## config.mk

```make
export PLATFORM = sky130hd
export DESIGN_NAME = bca_controller
export DESIGN_NICKNAME = d
export VERILOG_FILES = /design/src/rtl/bca_pkg.sv /design/src/rtl/bca_controller.sv
export VERILOG_INCLUDE_DIRS = /design/src /design/src/rtl
export SDC_FILE = /design/constraint.sdc
export NUM_CORES = 1
export LEC_CHECK = 0
export BUFFER_PORTS_ARGS = -buffer_cell sky130_fd_sc_hd__buf_4
export CORE_AREA = 8 8 45 47
export CTS_CLUSTER_DIAMETER = 200
export DETAILED_ROUTE_END_ITERATION = 12
export DIE_AREA = 0 0 53 55
export PLACE_DENSITY_LB_ADDON = 0.25
export SKIP_LAST_GASP = 1
export SYNTH_ARGS = -nofsm -noshare
export SYNTH_HDL_FRONTEND = slang
export SYNTH_SLANG_ARGS = --single-unit
```

## constraint.sdc

```tcl
create_clock -name clk -period 2 [get_ports clk]
set_clock_uncertainty 0.05 [all_clocks]
set_input_delay 0 -clock clk [delete_from_list [all_inputs] [get_ports clk]]
set_output_delay 0 -clock clk [all_outputs]
set_load 0.05 [all_outputs]
```

## src/rtl/bitmap_cluster_allocator_macros.svh

```systemverilog
// Assertion macros shared by the allocator RTL.
// Expects clk and arst_n in the including module.
`ifndef BITMAP_CLUSTER_ALLOCATOR_MACROS_SVH
`define BITMAP_CLUSTER_ALLOCATOR_MACROS_SVH

// antecedent implies consequent in the same cycle
`define BCA_ASSERT_NOW(label, ante, cons, msg) \
	label: assert property (@(posedge clk) disable iff (!arst_n) (ante) |-> (cons)) \
		else $error(msg);

// antecedent implies consequent in the next cycle
`define BCA_ASSERT_NEXT(label, ante, cons, msg) \
	label: assert property (@(posedge clk) disable iff (!arst_n) (ante) |=> (cons)) \
		else $error(msg);

`endif

```

## src/rtl/bca_pkg.sv

```systemverilog
// Package for the bitmap cluster allocator: sizes, codes, word and control structs.
// No dependencies.
`timescale 1ns / 1ps

package bca_pkg;

	localparam int MAP_BITS  = 4096;
	localparam int WORD_BITS = 32;
	localparam int MAP_WORDS = (MAP_BITS + WORD_BITS - 1) / WORD_BITS;
	localparam int BIT_W     = $clog2(WORD_BITS);
	localparam int WADDR_W   = $clog2(MAP_WORDS);
	localparam int IDX_W     = 12;
	localparam int LIM_W     = 13;
	localparam int FUNC_W    = 2;
	localparam int STAT_W    = 2;

	localparam logic [LIM_W-1:0] LIMIT_RESET = LIM_W'(MAP_BITS);
	localparam logic [LIM_W-1:0] LIMIT_MAX   = LIM_W'(MAP_BITS);

	localparam logic [FUNC_W-1:0] FN_ALLOC = 2'd0;
	localparam logic [FUNC_W-1:0] FN_FREE  = 2'd1;
	localparam logic [FUNC_W-1:0] FN_MARK  = 2'd2;

	localparam logic [STAT_W-1:0] ST_OK    = 2'd0;
	localparam logic [STAT_W-1:0] ST_FULL  = 2'd1;
	localparam logic [STAT_W-1:0] ST_RANGE = 2'd2;

	typedef struct packed {
		logic [FUNC_W-1:0] func;
		logic [IDX_W-1:0]  cluster_index;
	} req_t;

	typedef struct packed {
		logic [STAT_W-1:0] status;
		logic [IDX_W-1:0]  granted_index;
	} rsp_t;

	typedef struct packed {
		logic              load_req;
		logic              rd_en;
		logic              rd_scan;
		logic              wr_en;
		logic              fin;
		logic              fin_found;
		logic [STAT_W-1:0] fin_status;
	} cmd_t;

	typedef struct packed {
		logic [FUNC_W-1:0] func;
		logic              lim_zero;
		logic              out_of_range;
		logic              found;
		logic              last_word;
	} sts_t;

endpackage

```

## src/rtl/bca_controller.sv

```systemverilog
// Controller of the bitmap cluster allocator: sequences accept, check, scan and
// read-modify-write, and raises the done strobe. Uses bca_pkg.
`timescale 1ns / 1ps
`include "bitmap_cluster_allocator_macros.svh"

module bca_controller (
	input  logic          clk,
	input  logic          arst_n,
	input  logic          start,
	output logic          busy,
	output logic          done,
	input  bca_pkg::sts_t sts,
	output bca_pkg::cmd_t cmd
);

	localparam logic [1:0] S_IDLE = 2'd0;
	localparam logic [1:0] S_CHK  = 2'd1;
	localparam logic [1:0] S_SCAN = 2'd2;
	localparam logic [1:0] S_MOD  = 2'd3;

	logic [1:0] state_q;
	logic [1:0] state_d;
	logic       done_q;

	always_comb begin
		state_d = state_q;
		cmd     = '0;
		unique case (state_q)
			S_IDLE: begin
				if (start) begin
					cmd.load_req = 1'b1;
					state_d      = S_CHK;
				end
			end
			S_CHK: begin
				unique case (sts.func) inside
					bca_pkg::FN_ALLOC: begin
						if (sts.lim_zero) begin
							cmd.fin        = 1'b1;
							cmd.fin_status = bca_pkg::ST_FULL;
							state_d        = S_IDLE;
						end else begin
							cmd.rd_en   = 1'b1;
							cmd.rd_scan = 1'b1;
							state_d     = S_SCAN;
						end
					end
					bca_pkg::FN_FREE, bca_pkg::FN_MARK: begin
						if (sts.out_of_range) begin
							cmd.fin        = 1'b1;
							cmd.fin_status = bca_pkg::ST_RANGE;
							state_d        = S_IDLE;
						end else begin
							cmd.rd_en = 1'b1;
							state_d   = S_MOD;
						end
					end
					default: begin
						cmd.fin        = 1'b1;
						cmd.fin_status = bca_pkg::ST_OK;
						state_d        = S_IDLE;
					end
				endcase
			end
			S_SCAN: begin
				cmd.rd_en   = 1'b1;
				cmd.rd_scan = 1'b1;
				if (sts.found) begin
					cmd.wr_en      = 1'b1;
					cmd.fin        = 1'b1;
					cmd.fin_found  = 1'b1;
					cmd.fin_status = bca_pkg::ST_OK;
					state_d        = S_IDLE;
				end else if (sts.last_word) begin
					cmd.fin        = 1'b1;
					cmd.fin_status = bca_pkg::ST_FULL;
					state_d        = S_IDLE;
				end
			end
			S_MOD: begin
				cmd.wr_en      = 1'b1;
				cmd.fin        = 1'b1;
				cmd.fin_status = bca_pkg::ST_OK;
				state_d        = S_IDLE;
			end
			default: begin
				state_d = S_IDLE;
			end
		endcase
	end

	always_ff @(posedge clk or negedge arst_n) begin
		if (!arst_n) begin
			state_q <= S_IDLE;
			done_q  <= 1'b0;
		end else begin
			state_q <= state_d;
			done_q  <= cmd.fin;
		end
	end

	assign busy = (state_q != S_IDLE);
	assign done = done_q;

	`BCA_ASSERT_NOW(a_done_idle, done_q, state_q == S_IDLE, "done strobe outside idle")
	`BCA_ASSERT_NEXT(a_accept_chk, start && !busy, state_q == S_CHK, "accepted word not checked")

endmodule

```

==> impl_metrics.yaml, run 1 <==
clock_tree:
  insertion_delay_ns: 0.23
  cts_setup_buffers: 0
  htree_levels: 1
  cts.clk_slew.worst_paths_ns: 0.04
  cts_sinks: 3
  clock_path_buffers: 2
  cts_tree: "done"
  cts_buffers: 3
  root_buffer: "clkbuf_4"
logic_synthesis:
  yosysSeqAreaShare: 0.211
  synthesis.area_um2: 357
  ys_warn_count: 0
  yosysTopAreaCell: "ha_1"
  synth.distinct_cells: 21
  synth-seq-cells: 3
  synthCells: 41
  ys_top_cells_by_area: "ha_1, dfrtp_1, and2_1"
  syn_nets: 57
  yosys.area.top_type_share: 0.246
  avgSynthCellArea_um2: 8.70
timing:
  slew_headroom: 0.832
  fmax_ghz: 0.575
  whs_ns: 0.0423
  rsz0062_at_grt: "no"
  period_needed_ns: 1.74
  hold_violations: 0
  fin_setup_tns_ns: 0
  fin_ws_ns: 0.261
  final_max_slew_viol_count: 0
  setup_violations: 0
  tightest_slew_ns: 0.252
  period_share: 0.869
layout:
  num_antenna_cells: 0
  final_cell_mix: "buf_4, ha_1, inv_1"
  layout_commonest_cell: "buf_4"
  drive_gt1_frac: 0.375
  finalNetCount: 81
  synthToLayoutAreaGrowth_pct: 53.7
pwr:
  p_seq_frac: 0.128
  power_switching_mw: 0.429
  p_total_mw: 0.798
  pwr-share-clk: 0.133
  switching_share: 0.538
  power_density_nw_per_um2: 1460
  intPower_mw: 0.368
  p_leak_nw: 0.288
  pwr-share-comb: 0.739
  peakVddDrop_mv: 0.504
grt:
  grt.overflow.total: 0
  grt_max_degree: 8
  met1_usage: 0.0733
  busiest_layer: "met2"
  grt_pass1_vias: 360
  grt_pass1_wl_mm: 1.40
  grt_util_met3: 0.0481
  antenna_found_initial: 0
  grt_use_met2: 0.0977
  grt_util_all_layers: 0.0684
floorplan:
  die_y_um: 55
  die-area_um2: 2920
  io-pin-count: 19
  coreArea_um2: 1380
  rows: 14
  start_util: 0.258
  die_x_um: 53
drt:
  wl_per_cell_um: 10.8
  drt-total-wl_um: 867
  vias_per_cell: 4.36
  drc: 0
  drt-initial-drc-count: 2
  ant_nets: 0
  dr.pass1.iters: 2
  dr_total_vias: 349
hold_path:
  hold_path_class: "in2async"
placement:
  numPortBuffers: 18
  gp_congestion: 0.727
  pre_cts_slack_ns: 0.470
  hpwl_um: 738
setup_path:
  worstReg2RegStart: "state_q[0]"
  reg2reg_depth: 4
  startpoint_type: "register"
  rr_endpoint: "state_q[1]"
  reg2reg_slack_ns: 0.53
  crit_chain: "inv_1, ha_1, o21ai_0, a31oi_1, buf_4"
  path_buf_inv: 2
  cp-end-kind: "primary output"
  cpMaxStageDelayCell: "dfrtp_1"
  path_max_fanout: 7
  cp.arrival_ns: 1.69
  crit_family: "flip-flops"
  path_class: "reg2out"
  crit_path_max_incr_delay_ns: 0.39
  crit_required_ns: 1.95
flow_run:
  cap_violations: 0
outcome:
  status: "finished clean"
[power groups by stage]
stage | Clock [mW] | Sequential [mW] | Combinational (mW)
floorplan | 0 | 0.122 | 0.415
global placement | 0 | 0.103 | 0.597
detailed placement | 0 | 0.102 | 0.592
CTS | 0.112 | 0.103 | 0.597
global route | 0.125 | 0.106 | 0.634
finish | 0.106 | 0.102 | 0.589
[worst max-delay path by stage]
stage / slack, ns / to / depth (start not counted) / start
2_1_floorplan: 0.009 / done / 4 / state_q[0]
3_3_place_gp: 0.45 / cmd[3] / 5 / state_q[0]
5_1_grt: 0.11 / cmd[6] / 6 / state_q[1]
3_5_place_dp: 0.47 / cmd[3] / 5 / state_q[0]
4_1_cts: 0.20 / cmd[3] / 5 / state_q[0]
6_report: 0.26 / cmd[3] / 5 / state_q[0]
[routing by layer]
metal  vias to the layer above  part of all wire
met1                       150              0.45
met5                         -                 0
met3                         0             0.091
met2                        13              0.46
met4                         0                 0
li1                        186                 -
[layout make-up]
cell class	count	area [µm²]
clock buffer	4	26.3
fill	150	836
inverter	5	18.8
multi-input combinational	33	263
sequential	3	75.1
tap	16	20.0
timing repair buffer	19	145
[per-stage QoR]
step,instances,util,instance area (µm²)
after global routing,80,0.396,548
final,80,0.396,548
after detailed placement,75,0.370,512
after global placement,75,0.370,512
after floorplan,41,-,357
after CTS,80,0.396,548
[Yosys cell counts]
master,count
dfrtp_1,3
a2bb2oi_2,1
inv_1,4
or2_1,1
a31oi_1,2
nand2b_1,3
mux2_4,1
inv_2,1
nand2_1,2
nand3_1,1
o21ai_0,1
a21boi_0,1
nor2_1,3
o21ai_1,1
a21oi_1,1
and2_1,3
mux2i_1,1
nand3b_1,1
o32a_1,1
ha_1,7
o21a_1,2
[cells by family (layout without fill, tap and decap cells)]
| group | Yosys count | in the layout | synth area share |
|---|---|---|---|
| buf+inv | 5 | 28 | 0.0526 |
| fa+ha+maj | 7 | 7 | 0.246 |
| simple gates | 14 | 14 | 0.211 |
| mux | 2 | 2 | 0.0702 |
| compound gates | 10 | 10 | 0.210 |
| flops | 3 | 3 | 0.211 |
[registers in the layout, summed over array words and instances, names as in the netlist]
register  cells
state_q       2
done          1
[worst register-to-register path, delay by kind of cell (launching register included)]
kind	cells	cell delay, ns
flip-flops	1	0.37
multiplexers	1	0.31
adder cells (fa/ha/maj)	1	0.30
AO/OA/AOI/OAI	1	0.22
buffers and inverters	1	0.10
[repair_timing]
action | 4_1_cts | 5_1_grt
hold endpoints to repair | 3 | 0
gates resized for setup | 0 | 0
hold buffers | 1 | 0
Note: power is estimated with default switching activity, not from simulation.
==> run 2, diff against run 1 <==
Clock period 2 ns to 1.6 ns, I/O delays scaled along.
==> impl_metrics.yaml, run 2 (synthesized netlist as in run 1, its figures left out) <==
timing:
  final_max_slew_viol_count: 0
  whs_ns: 0.0456
  rsz0062_at_grt: "yes"
  slew_headroom: 0.811
  period_needed_ns: 1.57
  tightest_slew_ns: 0.282
  fin_ws_ns: 0.0250
  setup_violations: 0
  fmax_ghz: 0.635
  period_share: 0.984
  fin_setup_tns_ns: 0
  hold_violations: 0
setup_path:
  crit_required_ns: 1.55
  crit_chain: "buf_4, ha_4, a31oi_1, a31oi_4, buf_6"
  path_max_fanout: 6
  cp-end-kind: "primary output"
  cpMaxStageDelayCell: "dfrtp_1"
  path_class: "reg2out"
  startpoint_type: "register"
  crit_path_max_incr_delay_ns: 0.40
  crit_family: "flip-flops"
  cp.arrival_ns: 1.52
  path_buf_inv: 2
clock_tree:
  root_buffer: "clkbuf_4"
  cts_sinks: 3
  insertion_delay_ns: 0.23
  clock_path_buffers: 2
  cts_buffers: 3
  htree_levels: 1
  cts.clk_slew.worst_paths_ns: 0.04
  cts_tree: "done"
layout:
  layout_commonest_cell: "buf_4"
  finalNetCount: 83
  largest_register_ffs: 2
  fill_cells: 145
  multi_input_area_um2: 309
  regMostFlops: "state_q"
  register_area_um2: 76.3
  synthToLayoutAreaGrowth_pct: 73.3
  final_cell_mix: "buf_4, ha_1"
  drive_gt1_frac: 0.515
  num_antenna_cells: 0
placement:
  pre_cts_slack_ns: 0.0676
  hpwl_um: 759
  gp_congestion: 0.738
  numPortBuffers: 18
hold_path:
  hold_path_class: "in2async"
floorplan:
  die-area_um2: 2920
  start_util: 0.258
  coreArea_um2: 1380
  die_x_um: 53
  io-pin-count: 19
  die_y_um: 55
  rows: 14
drt:
  drt-total-wl_um: 943
  ant_nets: 0
  vias_per_cell: 4.39
  dr_total_vias: 360
  wl_per_cell_um: 11.5
  dr.pass1.iters: 4
  drt-initial-drc-count: 7
  drc: 0
pwr:
  power_density_nw_per_um2: 1840
  p_leak_nw: 0.299
  peakVddDrop_mv: 0.442
grt:
  grt_pass1_vias: 379
  antenna_found_initial: 0
  grt_pass1_wl_mm: 1.53
  grt.overflow.total: 0
  grt_max_degree: 8
  grt_util_all_layers: 0.0727
outcome:
  status: "finished clean"
flow_run:
  cap_violations: 0
## run 2: area by class of cell
type | count | share of cell area
clock buffers | 4 | 0.0425
inverters | 5 | 0.0304
multi-input cells | 33 | 0.500
flip-flops and latches | 3 | 0.123
well taps | 16 | 0.0324
repair buffers | 21 | 0.271
## run 2: path summary, 6_finish.rpt
| kind | startpoint | end | slack [ns] | cells after the start |
|---|---|---|---|---|
| worst max register to register | state_q[0] | state_q[1] | 0.15 | 6 |
| worst min-delay path | arst_n | state_q[0] | 0.05 | 2 |
| worst min register to register | state_q[1] | state_q[1] | 0.54 | 1 |
| max in group asynchronous | arst_n | state_q[1] | 1.35 | 2 |
| worst max-delay path | state_q[0] | cmd[3] | 0.03 | 5 |
| min in group clk | sts[3] | done | 0.13 | 3 |
## run 2: power by group
part | leakage, nW | internal, mW | switching, mW
Combinational | 0.247 | 0.344 | 0.523
Sequential | 0.0367 | 0.107 | 0.0284
Clock | 0.0150 | 0.0935 | 0.0394
## run 2: repair_timing
action	CTS	global route
gates resized for setup	8	3
hold buffers	1	0
endpoints found under the hold margin	3	0
setup buffers	1	1
endpoints found under the setup margin	4	5
## run 2: per-layer routing
layer / up-vias / GRT usage / routed length, µm
met5: - / 0 / 0
met1: 159 / 0.0851 / 420
met2: 10 / 0.104 / 463
met3: 2 / 0.0241 / 52
met4: 0 / 0.0647 / 6
li1: 189 / - / -
## run 2: worst register-to-register path: stages, from the launching register on
cell      delay (ns)
dfrtp_1         0.40
buf_4           0.15
ha_4            0.17
nand2b_1        0.13
a21oi_2         0.06
buf_4           0.13
mux2_4          0.24
## run 2: through the flow
step,power (mW),instances,cell area [µm²],utilization
after floorplan,0.713,41,374,-
after global placement,0.912,75,529,0.382
after detailed placement,0.913,75,529,0.382
after CTS,1.14,81,606,0.438
after global routing,1.22,82,618,0.447
final,1.14,82,618,0.447
==> run 3, diff against run 2 <==
==> constraint.sdc (replaced) <==
create_clock -name clk -period 1.6 [get_ports clk]
set_clock_uncertainty 0.05 [all_clocks]
set_input_delay 0.24 -clock clk [delete_from_list [all_inputs] [get_ports clk]]
set_output_delay 0.24 -clock clk [all_outputs]
set_load 0.05 [all_outputs]
==> impl_metrics.yaml, run 3 (synthesized netlist as in run 1, its figures left out) <==
placement:
  gp_congestion: 0.724
  numPortBuffers: 18
  dp.cells: 83
  hpwl_um: 835
layout:
  final_cell_mix: "buf_4, buf_6"
  largest_register_ffs: 2
  fill_cells: 135
  regMostFlops: "state_q"
  layout_commonest_cell: "buf_4"
  drive_gt1_frac: 0.703
  instances_no_fill: 90
  finalNetCount: 91
  num_antenna_cells: 0
  synthToLayoutAreaGrowth_pct: 108
floorplan:
  coreArea_um2: 1380
  die_x_um: 53
  die-area_um2: 2920
  rows: 14
  io-pin-count: 19
  start_util: 0.258
  die_y_um: 55
grt:
  grt_max_degree: 5
  grt_pass1_wl_mm: 1.77
  grt_util_all_layers: 0.0798
  antenna_found_initial: 0
  grt_pass1_vias: 439
  grt.overflow.total: 0
pwr:
  peakVddDrop_mv: 0.626
  switching_share: 0.474
  intPower_mw: 0.720
  pwr-share-clk: 0.098
  pwr-share-comb: 0.802
  power_density_nw_per_um2: 1850
  p_seq_frac: 0.100
  p_leak_nw: 0.352
  power_switching_mw: 0.650
timing:
  whs_ns: 0.287
  period_share: 1.09
  tightest_slew_ns: 0.269
  fmax_ghz: 0.572
  period_needed_ns: 1.75
  rsz0062_at_grt: "yes"
  slew_headroom: 0.820
  fin_ws_ns: -0.149
  hold_violations: 0
  final_max_slew_viol_count: 0
  setup_violations: 6
drt:
  drc: 0
  ant_nets: 0
  drt-initial-drc-count: 2
  drt-total-wl_mm: 1.08
  dr_total_vias: 405
  wl_per_cell_um: 12.0
  vias_per_cell: 4.50
  dr.pass1.iters: 4
flow_run:
  cap_violations: 0
clock_tree:
  htree_levels: 1
  cts_tree: "done"
  root_buffer: "clkbuf_4"
  cts_sinks: 3
  cts.clk_slew.worst_paths_ns: 0.04
  cts_buffers: 3
  clock_path_buffers: 2
  insertion_delay_ns: 0.23
setup_path:
  worstReg2RegStart: "state_q[0]"
  path_max_fanout: 4
  startpoint_type: "register"
  cp.arrival_ns: 1.46
  reg2reg_depth: 7
  crit_required_ns: 1.31
  rr_endpoint: "state_q[1]"
  path_class: "reg2out"
  reg2reg_slack_ns: 0.07
  cp-end-kind: "primary output"
outcome:
  violations: "negative setup slack"
  status: "finished, violations left"
hold_path:
  hold_path_class: "in2async"
run 3: changes by cell type in the layout (fill, tap and decap cells not counted), moves of 2 or more:
cell,before,now
nand2_1,2,0
ha_2,0,2
nand2_2,0,2
buf_6,2,9
and2_1,3,1
ha_1,5,3
and2_4,0,2
run 3: power by group through the flow:
stage | Clock, mW | Combinational (mW) | Sequential (mW)
after floorplan | 0 | 0.574 | 0.152
final | 0.135 | 1.10 | 0.136
after CTS | 0.143 | 1.06 | 0.132
after global routing | 0.153 | 1.17 | 0.141
after detailed placement | 0 | 0.890 | 0.129
after global placement | 0 | 0.892 | 0.131
run 3: metrics by stage:
stage,worst slack (ns),power (mW),setup TNS [ns],utilization,cell area [µm²]
floorplan,-0.0363,0.727,-0.0529,-,384
finish,-0.149,1.37,-0.785,0.535,741
CTS,-0.168,1.33,-0.942,0.517,716
global placement,-0.0196,1.02,-0.0196,0.433,599
detailed placement,-0.0104,1.02,-0.0203,0.433,599
global route,-0.227,1.46,-1.22,0.535,741
run 3: cell type report:
type | count | area (µm²) | share of cell area
Sequential cell | 3 | 76.3 | 0.103
Inverter | 5 | 18.8 | 0.0253
Tap cell | 16 | 20.0 | 0.0270
Timing Repair Buffer | 29 | 262 | 0.353
Multi-Input combinational cell | 33 | 338 | 0.456
Clock buffer | 4 | 26.3 | 0.0355
run 3: worst max-delay path by stage:
stage                     startpoint  endpoint  slack, ns
final                     state_q[0]    cmd[5]      -0.15
after global routing      state_q[1]    cmd[6]      -0.23
after detailed placement  state_q[1]    cmd[6]      -0.01
after floorplan           state_q[0]    cmd[0]      -0.04
after CTS                 state_q[1]    cmd[0]      -0.17
after global placement    state_q[1]    cmd[6]      -0.02
run 3: critical path, stage by stage (launching register included):
cell and delay, ns:
dfrtp_1 0.41, buf_6 0.14, ha_4 0.17, buf_6 0.12, nand2_2 0.05, nor2_1 0.03
o21a_1 0.17, buf_6 0.15
run 3: layer usage:
layer	part of all wire	global-route usage	vias to the layer above
li1	-	-	206
met1	0.39	0.0852	184
met2	0.54	0.135	13
met3	0.053	0.0241	2
met4	0.016	0.0517	0
met5	0	0	-
run 3: timing repair:
item	4_1_cts	5_1_grt
setup buffers	1	1
hold buffers	1	0
gates resized for setup	18	7
hold endpoints to repair	3	0
pin swaps	3	3
endpoints found under the setup margin	8	9
